--- src/rtl/gfa_pkg.sv ---
// Shared types, widths and constants of the layout force accumulator.
// No dependencies; every other file but assert_macros.svh imports it.
package gfa_pkg;

  localparam int FRAC_BITS = 8;
  localparam int MAX_NODES = 1024;

  localparam int IDX_W  = 10;
  localparam int POS_W  = 24;
  localparam int RAD_W  = 16;
  localparam int TD_W   = 24;
  localparam int CNT_W  = 11;
  localparam int SUM_W  = 40;

  localparam int IN_TDATA_W  = 104;
  localparam int OUT_TDATA_W = 80;
  localparam int ADDR_W      = 5;

  localparam int D_W    = POS_W + 1;        // signed coordinate difference
  localparam int SQ_W   = 2 * POS_W + 1;    // one square
  localparam int DSQ_W  = 2 * POS_W + 2;    // sum of two squares
  localparam int TT_W   = 2 * TD_W;         // target distance squared
  localparam int RT_W   = DSQ_W / 2;        // square root width
  localparam int DVN_W  = DSQ_W + 1;        // divider dividend and quotient
  localparam int DVD_W  = D_W;              // divider divisor
  localparam int NM1_W  = CNT_W - 1;
  localparam int U_SH   = 16;               // unit vector fraction bits
  localparam int U_W    = U_SH + 2;
  localparam int F_W    = 48;
  localparam int PROD_W = F_W + U_W;
  localparam int CON_W  = 48;
  localparam int SQRT_STEPS = RT_W;
  localparam int DIV_STEPS  = DVN_W;
  localparam int SQC_W  = $clog2(SQRT_STEPS);
  localparam int DVC_W  = $clog2(DIV_STEPS);

  // Target distances below 0.01 are ignored.
  localparam logic [TD_W-1:0] T_MIN = TD_W'(((1 << FRAC_BITS) + 99) / 100);
  // Touching margin of 2.0 in fixed point.
  localparam logic [RAD_W:0] TOUCH_OFS = (RAD_W+1)'(2 << FRAC_BITS);
  localparam logic [DVN_W-1:0] F_LIM = DVN_W'(1) << 46;
  localparam logic [CNT_W-1:0] CNT_MIN = CNT_W'(2);
  localparam logic [CNT_W-1:0] CNT_MAX = CNT_W'(MAX_NODES);

  localparam logic signed [SUM_W:0] SUM_MAX = (SUM_W+1)'(64'sd549755813887);
  localparam logic signed [SUM_W:0] SUM_MIN = (SUM_W+1)'(-64'sd549755813888);

  localparam logic [2:0] REG_SELF_X   = 3'd0;
  localparam logic [2:0] REG_SELF_Y   = 3'd1;
  localparam logic [2:0] REG_SELF_RAD = 3'd2;
  localparam logic [2:0] REG_SELF_IDX = 3'd3;
  localparam logic [2:0] REG_COUNT    = 3'd4;

  typedef enum logic [2:0] {
    DSEL_A  = 3'd0,   // distance squared over target
    DSEL_B  = 3'd1,   // target squared over distance
    DSEL_F  = 3'd2,   // force over count minus one
    DSEL_UX = 3'd3,   // x unit component
    DSEL_UY = 3'd4    // y unit component
  } dsel_t;

  typedef struct packed {
    logic signed [POS_W-1:0] self_x;
    logic signed [POS_W-1:0] self_y;
    logic [RAD_W-1:0]        self_radius;
    logic [IDX_W-1:0]        self_index;
    logic [CNT_W-1:0]        node_count;
  } cfg_t;

  typedef struct packed {
    logic  load;
    logic  diff;
    logic  square;
    logic  sum;
    logic  sqrt_start;
    logic  div_start;
    logic  div_store;
    dsel_t dsel;
    logic  mul;
    logic  acc;
    logic  use_y;
    logic  emit;
  } cmd_t;

  typedef struct packed {
    logic skip_early;
    logic dsq_zero;
    logic touching;
    logic sqrt_done;
    logic div_done;
    logic last;
  } stat_t;

endpackage

--- src/rtl/gfa_ctrl.sv ---
// Sequencer of the force accumulator: handshakes and datapath commands.
// Depends on gfa_pkg.
module gfa_ctrl (
  input  logic           clk,
  input  logic           rst,
  input  logic           in_valid,
  output logic           in_ready,
  output logic           out_valid,
  input  logic           out_ready,
  input  gfa_pkg::stat_t stat,
  output gfa_pkg::cmd_t  cmd
);
  import gfa_pkg::*;

  typedef enum logic [14:0] {
    S_IDLE   = 15'b000000000000001,
    S_DIFF   = 15'b000000000000010,
    S_SQ     = 15'b000000000000100,
    S_SUM    = 15'b000000000001000,
    S_ZCHK   = 15'b000000000010000,
    S_SQRT   = 15'b000000000100000,
    S_TOUCH  = 15'b000000001000000,
    S_DSTART = 15'b000000010000000,
    S_DWAIT  = 15'b000000100000000,
    S_MULX   = 15'b000001000000000,
    S_ACCX   = 15'b000010000000000,
    S_MULY   = 15'b000100000000000,
    S_ACCY   = 15'b001000000000000,
    S_FIN    = 15'b010000000000000,
    S_EMIT   = 15'b100000000000000
  } state_t;

  state_t state;
  state_t state_next;
  dsel_t  dsel;
  dsel_t  dsel_next;
  logic   out_valid_next;

  assign in_ready = (state == S_IDLE);

  always_comb begin
    state_next     = state;
    dsel_next      = dsel;
    out_valid_next = out_valid && !out_ready;
    cmd            = '0;
    cmd.dsel       = dsel;
    case (state)
      S_IDLE: begin
        if (in_valid) begin
          cmd.load   = 1'b1;
          state_next = S_DIFF;
        end
      end
      S_DIFF: begin
        cmd.diff   = 1'b1;
        state_next = stat.skip_early ? S_FIN : S_SQ;
      end
      S_SQ: begin
        cmd.square = 1'b1;
        state_next = S_SUM;
      end
      S_SUM: begin
        cmd.sum    = 1'b1;
        state_next = S_ZCHK;
      end
      S_ZCHK: begin
        if (stat.dsq_zero) begin
          state_next = S_FIN;
        end else begin
          cmd.sqrt_start = 1'b1;
          state_next     = S_SQRT;
        end
      end
      S_SQRT: begin
        if (stat.sqrt_done) begin
          state_next = S_TOUCH;
        end
      end
      S_TOUCH: begin
        dsel_next  = DSEL_A;
        state_next = stat.touching ? S_FIN : S_DSTART;
      end
      S_DSTART: begin
        cmd.div_start = 1'b1;
        state_next    = S_DWAIT;
      end
      S_DWAIT: begin
        if (stat.div_done) begin
          cmd.div_store = 1'b1;
          case (dsel)
            DSEL_A:  dsel_next = DSEL_B;
            DSEL_B:  dsel_next = DSEL_F;
            DSEL_F:  dsel_next = DSEL_UX;
            DSEL_UX: dsel_next = DSEL_UY;
            default: dsel_next = DSEL_A;
          endcase
          state_next = (dsel == DSEL_UY) ? S_MULX : S_DSTART;
        end
      end
      S_MULX: begin
        cmd.mul    = 1'b1;
        state_next = S_ACCX;
      end
      S_ACCX: begin
        cmd.acc    = 1'b1;
        state_next = S_MULY;
      end
      S_MULY: begin
        cmd.mul    = 1'b1;
        cmd.use_y  = 1'b1;
        state_next = S_ACCY;
      end
      S_ACCY: begin
        cmd.acc    = 1'b1;
        cmd.use_y  = 1'b1;
        state_next = S_FIN;
      end
      S_FIN: begin
        state_next = stat.last ? S_EMIT : S_IDLE;
      end
      S_EMIT: begin
        if (!out_valid || out_ready) begin
          cmd.emit       = 1'b1;
          out_valid_next = 1'b1;
          state_next     = S_IDLE;
        end
      end
      default: begin
        state_next = S_IDLE;
      end
    endcase
  end

  always_ff @(posedge clk) begin
    if (rst) begin
      state     <= S_IDLE;
      dsel      <= DSEL_A;
      out_valid <= 1'b0;
    end else begin
      state     <= state_next;
      dsel      <= dsel_next;
      out_valid <= out_valid_next;
    end
  end

endmodule

--- config.mk ---
export PLATFORM = sky130hd
export DESIGN_NAME = gfa_ctrl
export DESIGN_NICKNAME = d
export VERILOG_FILES = /design/src/rtl/gfa_pkg.sv /design/src/rtl/gfa_ctrl.sv
export SDC_FILE = /design/constraint.sdc
export NUM_CORES = 1
export LEC_CHECK = 0
export ABC_AREA = 1
export BUFFER_PORTS_ARGS = -buffer_cell sky130_fd_sc_hd__buf_4
export CAP_MARGIN = 20
export CELL_PAD_IN_SITES_DETAIL_PLACEMENT = 1
export CELL_PAD_IN_SITES_GLOBAL_PLACEMENT = 2
export CORE_UTILIZATION = 31
export CTS_CLUSTER_SIZE = 20
export DETAILED_ROUTE_END_ITERATION = 16
export HOLD_SLACK_MARGIN = 0.12
export PLACE_DENSITY_LB_ADDON = 0.1
export SETUP_SLACK_MARGIN = 0.5
export SYNTH_ARGS = -nofsm -noshare
export SYNTH_HDL_FRONTEND = slang
export SYNTH_SLANG_ARGS = --single-unit
--- constraint.sdc ---
create_clock -name clk -period 4.1 [get_ports clk]
set_clock_uncertainty 0.15 [all_clocks]
set_input_delay 0.205 -clock clk [delete_from_list [all_inputs] [get_ports clk]]
set_output_delay 0.205 -clock clk [all_outputs]
set_load 0.1 [all_outputs]
==> results of run 1 <==
routing by layer:
layer	share of wire [%]	wire, um	vias to the layer above	global-route usage, %
met5	0	0	-	0
met4	1.0	34	0	5.71
met3	3.1	102	4	2.26
met2	47	1580	21	28.4
met1	49	1620	557	24.3
li1	-	-	634	-
power groups by stage:
stage / combinational, mW / sequential [mW] / clock [mW]
after detailed placement: 0.328 / 0.219 / 0
after global placement: 0.328 / 0.217 / 0
after CTS: 0.334 / 0.215 / 0.142
final: 0.330 / 0.215 / 0.136
after global routing: 0.358 / 0.217 / 0.152
after floorplan: 0.271 / 0.216 / 0
worst max-delay path by stage:
stage / start / to
5_1_grt: state[2] / cmd[1]
4_1_cts: state[0] / cmd[1]
6_report: state[0] / cmd[1]
3_5_place_dp: state[0] / cmd[1]
2_1_floorplan: state[10] / state[5]
3_3_place_gp: state[0] / cmd[1]
final cells by class:
cell class	count	area [um^2]
clock buffers	4	45.0
fillers	501	2170
well taps	48	60.1
repair buffers	32	258
inverters	29	109
flip-flops and latches	19	380
multi-input cells	132	721
metrics by stage:
step	area [um^2]	power (mW)	instances	utilization, %
after global routing	1570	0.727	264	42.0
after global placement	1460	0.545	253	38.9
final	1570	0.681	264	42.0
after CTS	1570	0.691	264	42.0
after floorplan	1240	0.486	183	-
after detailed placement	1460	0.548	253	38.9
sequential cells by signal, summed over array words and instances, names as in the netlist:
name	count
out_valid	1
dsel	3
state	15
Yosys cell counts:
library cell | n | area [um^2]
nor2_1 | 35 | 131
inv_2 | 1 | 3.75
buf_6 | 2 | 22.5
clkbuf_1 | 1 | 3.75
nor2_4 | 11 | 124
nand2_4 | 4 | 45.0
o22ai_1 | 1 | 6.26
o21ai_4 | 1 | 16.3
nand3b_1 | 2 | 15.0
nand3_1 | 14 | 70.1
nand2_1 | 43 | 161
nand3_4 | 2 | 35.0
o21ai_1 | 2 | 10.0
or2_0 | 1 | 6.26
dfxtp_1 | 19 | 380
nand4_1 | 4 | 25.0
a41oi_1 | 1 | 8.76
nor3_1 | 2 | 10.0
a211oi_2 | 1 | 12.5
inv_1 | 28 | 105
a21oi_1 | 5 | 25.0
nand2_2 | 3 | 18.8
cells by family after synthesis:
kind of cell,Yosys count
AND/OR/NAND/NOR,121
buffers and inverters,32
flip-flops,19
AO/OA/AOI/OAI,11
worst min-delay path, delay by kind of cell:
kind | cells | cell delay, ns
and+or+nand+nor | 3 | 0.17
AOI/OAI and AO/OA | 1 | 0.05
buffers and inverters | 1 | 0.12
timing repair:
item / CTS / global route
buffers inserted: 0 / 0
endpoints found under the hold margin: 11 / 0
hold buffers: 7 / 0
==> reports/metrics.cfg, run 1 <==
[global_routing]
grt.overflow.total=0
grt_pass1_wl_um=5690
grt_max_degree=15
first_global_vias=1214
antenna_found_initial=0
track_usage_pct=17.7

[critical_path]
path_cells=nor2_4 -> nand2_4 -> nor2_4 -> nand2_1 -> nand2_1 -> buf_4
reg2reg_slack_ns=2.09
slowest_stage=dfxtp_1
cp_top_family=simple AND/OR/NAND/NOR gates
critical_path_buf_inv_count=1
critical_path.max_fanout=14
worst-r2r-cell-count=6
cp.depth=6
cp_slowest_stage_delay_ns=0.35
start_kind=register
r2r-start=state[10]
reg2reg_to=state[2]
cp.required_ns=3.74
cp-end-kind=output pin
crit_type=register to output pin
crit_arrival_ns=1.78

[floorplanning]
fp.dieW_um=65.2
rows=22
dieArea_mm2=0.00424
die_h_um=65.2
core_mm2=0.00374
ios=26
initial_core_util_pct=33.0

[route]
drt-pass1-iter-count=4
dr.first_iter.drc_count=34
drc_errors=0
ant_nets=0
vias_per_cell=4.61
vias=1216
wirelength_um=3340
wl_per_cell_um=12.6

[sta]
fin_ws_ns=1.97
setup_viol=0
rsz0062_at_grt=false
whs_ns=0.188
tightestPinTransition_ns=0.341
fmaxAchievable_mhz=469
hold_violations=0
relSlewSlack_pct=77.2
period_needed_ns=2.13
drv_slew=0
post-route-period-util_pct=52.0
setup_tns_ns=0

[yosys]
yosysSeqAreaShare_pct=30.8
ys_warn_count=0
synth_cells=183
synth_xor_area_share_pct=0
ys_ff_latch=19
synth.distinct_cells=22
yosys.area_share.simple_pct=51.9
syn_avg_cell_area_um2=6.76
syn_nets=193
synth_mux_area_share_pct=0
synth_compound_area_share_pct=6.38
synthAdderAreaFrac_pct=0
synth_top_family_by_area=simple AND/OR/NAND/NOR gates
netlist_area_mm2=0.00124

[clock_network]
cts_tree=built
cts_inserted_buffers=3
path_clk_slew_ns=0.08
clock_path_buffers=2
clock_sinks=19
cts_max_level=1
post_cts_resized=0
clkLatencyLatePin_ns=0.26
root_buffer=clkbuf_8

[pwr]
leakagePower_nw=0.820
p_clk_share_pct=20.0
p_per_area_mw_per_mm2=433
seqPwrFrac_pct=31.6
p_comb_share_pct=48.5
internal_power_uw=351
switchingPower_uw=331
p_sw_share_pct=48.5
ir_drop_mv=0.259

[placement]
dpl.hpwl_um=2700
gp_congestion=0.747
pre_cts_ws_ns=2.24
numPortBuffers=25

[finish]
final_cell_mix=nand2_1, nor2_1, inv_1
nets=227
area_growth_pct=27.2
drive_gt1_share_pct=23.6
n_antenna_cell=0
final_common_cell=nand2_1

[hold_path]
hold_path_class=input port to register
hold_depth=5
min_from=stat[1]
hold_path_end=dsel[2]

[run]
maxCapViolCount=0

[outcome]
status=completed

(Power assumes the default switching activity.)
==> run 2, diff against run 1 <==
--- a/config.mk
+++ b/config.mk
@@ -10,7 +10,7 @@
 export CAP_MARGIN = 20
 export CELL_PAD_IN_SITES_DETAIL_PLACEMENT = 1
 export CELL_PAD_IN_SITES_GLOBAL_PLACEMENT = 2
-export CORE_UTILIZATION = 31
+export CORE_UTILIZATION = 29
 export CTS_CLUSTER_SIZE = 20
 export DETAILED_ROUTE_END_ITERATION = 16
 export HOLD_SLACK_MARGIN = 0.12
==> constraint.sdc (replaced) <==
create_clock -name clk -period 2.2 [get_ports clk]
set_clock_uncertainty 0.15 [all_clocks]
set_input_delay 0.11 -clock clk [delete_from_list [all_inputs] [get_ports clk]]
set_output_delay 0.11 -clock clk [all_outputs]
set_load 0.1 [all_outputs]
==> run 2 against run 1 <==
  * Setup slack worse by 1.6 ns
  * Cell count up 9.8%
  * Count of clock-buffer cells in the layout unchanged
  * Via count up 12%
  * Critical path type unchanged
==> reports/metrics.cfg, run 2 (synthesis gave the netlist of run 1 again) <==
[finish]
final_cell_mix=buf_4, nand2_1, nor2_1  ; was nand2_1, nor2_1, inv_1
n_antenna_cell=0  ; unchanged
reg_top3=state x15, dsel x3, out_valid x1  ; unchanged
fillCellCount=481  ; was 501
top_register=state  ; unchanged
largest_reg_flops=15  ; unchanged
multi_input_comb_area_um2=898  ; was 721 um^2
drive_gt1_share_pct=54.2  ; was 23.6%
finish.utilization_pct=53.0  ; was 42.0%
nets=251  ; was 227
area_growth_pct=74.1  ; was 27.2%
final_common_cell=buf_4  ; was nand2_1
seq_area_um2=402  ; was 380 um^2

[sta]
setup_tns_ns=0  ; unchanged
drv_slew=0  ; unchanged
rsz0062_at_grt=true  ; was false
whs_ns=0.0996  ; was 0.188 ns
post-route-period-util_pct=81.6
setup_viol=0  ; unchanged
period_needed_ns=1.80
tightestPinTransition_ns=0.309  ; was 0.341 ns
hold_violations=0  ; unchanged
relSlewSlack_pct=79.4  ; was 77.2%
fmaxAchievable_mhz=557

[critical_path]
cp-end-kind=output pin  ; unchanged
start_kind=register  ; unchanged
critical_path.max_fanout=4  ; was 14
crit_type=register to output pin  ; unchanged
crit_arrival_ns=1.54  ; was 1.78 ns
cp.required_ns=1.94  ; was 3.74 ns
worst-r2r-cell-count=9  ; was 6

[pwr]
p_per_area_mw_per_mm2=759  ; was 433 mW/mm^2
ir_drop_mv=0.864  ; was 0.259 mV
leakagePower_nw=0.986  ; was 0.820 nW
total_power_mw=1.63  ; was 681 uW

[route]
drc_errors=0  ; unchanged
vias_per_cell=4.68  ; was 4.61
wl_per_cell_um=14.4  ; was 12.6 um
drt-pass1-iter-count=4  ; unchanged
dr.first_iter.drc_count=48  ; was 34
wirelength_um=4180  ; was 3340 um
vias=1358  ; was 1216
ant_nets=0  ; unchanged

[hold_path]
hold_path_class=input port to register  ; unchanged
hold_depth=6  ; was 5

[clock_network]
clock_path_buffers=2  ; unchanged
clock_sinks=19  ; unchanged
clkLatencyLatePin_ns=0.27  ; was 0.26 ns
path_clk_slew_ns=0.08  ; about the same
cts_tree=built  ; unchanged
cts_max_level=1  ; unchanged
cts_inserted_buffers=3  ; unchanged
root_buffer=clkbuf_8  ; unchanged

[placement]
dpl.hpwl_um=2880  ; was 2700 um
numPortBuffers=25  ; unchanged
gp_congestion=0.825  ; was 0.747

[global_routing]
grt.overflow.total=0  ; unchanged
first_global_vias=1375  ; was 1214
grt_pass1_wl_um=6520  ; was 5690 um
track_usage_pct=19.7  ; was 17.7%
grt_max_degree=14  ; was 15
antenna_found_initial=0  ; unchanged

[floorplanning]
ios=26  ; unchanged
initial_core_util_pct=30.5  ; was 33.0%
die_h_um=67.3  ; was 65.2 um
rows=23  ; was 22
fp.dieW_um=67.3  ; was 65.2 um
dieArea_mm2=0.00453  ; was 0.00424 mm^2
core_mm2=0.00406  ; was 0.00374 mm^2

[outcome]
status=completed  ; unchanged

[run]
maxCapViolCount=0  ; unchanged

==> run 2: cell type report <==
class,count,area share [%]
well taps,50,2.91
repair buffers,55,28.5
inverters,29,6.05
multi-input cells,133,41.7
flip-flops and latches,19,18.7
clock buffers,4,2.09
==> run 2: critical path, stage by stage, from the launching register on <==
cell and delay, ns:
dfxtp_4 0.36, nor2_4 0.15, nand2_4 0.09, nor2_4 0.15, buf_6 0.15, nand3_4 0.10, clkinvlp_4 0.10, buf_12 0.17
==> run 2: repair_timing <==
action / CTS / global route
hold buffers: 6 / 0
setup buffers: 18 / 6
endpoints found under the setup margin: 24 / 25
pin swaps: 14 / 15
gates cloned: 1 / 0
hold endpoints to repair: 13 / 0
gates resized for setup: 52 / 29
==> run 2: metal layers <==
layer  global-route usage, %  up-vias  wire length, um
met5                       0        -                0
met4                    6.38        0               48
met3                    2.20        4              101
li1                        -      678                -
met2                    34.8       23             2160
met1                    24.6      653             1870
==> run 2: report_power, final <==
group          internal [mW]  switching [mW]
registers              0.373          0.0273
logic                  0.378           0.596
clock network          0.129           0.130
==> run 2: worst paths after layout <==
kind,startpoint,to,slack [ns]
worst min register to register,out_valid,out_valid,0.35
worst min-delay path,in_valid,state[0],0.1
worst max-delay path,state[3],cmd[7],0.40
worst max register to register,state[3],state[5],0.45
==> run 2: stage by stage <==
step	worst slack, ns	std cells	cell area, um^2
6_report	0.404	290	2150
5_1_grt	0.352	290	2150
4_1_cts	0.422	284	2000
3_5_place_dp	0.340	255	1530
3_3_place_gp	0.368	255	1530
2_1_floorplan	0.388	183	1310
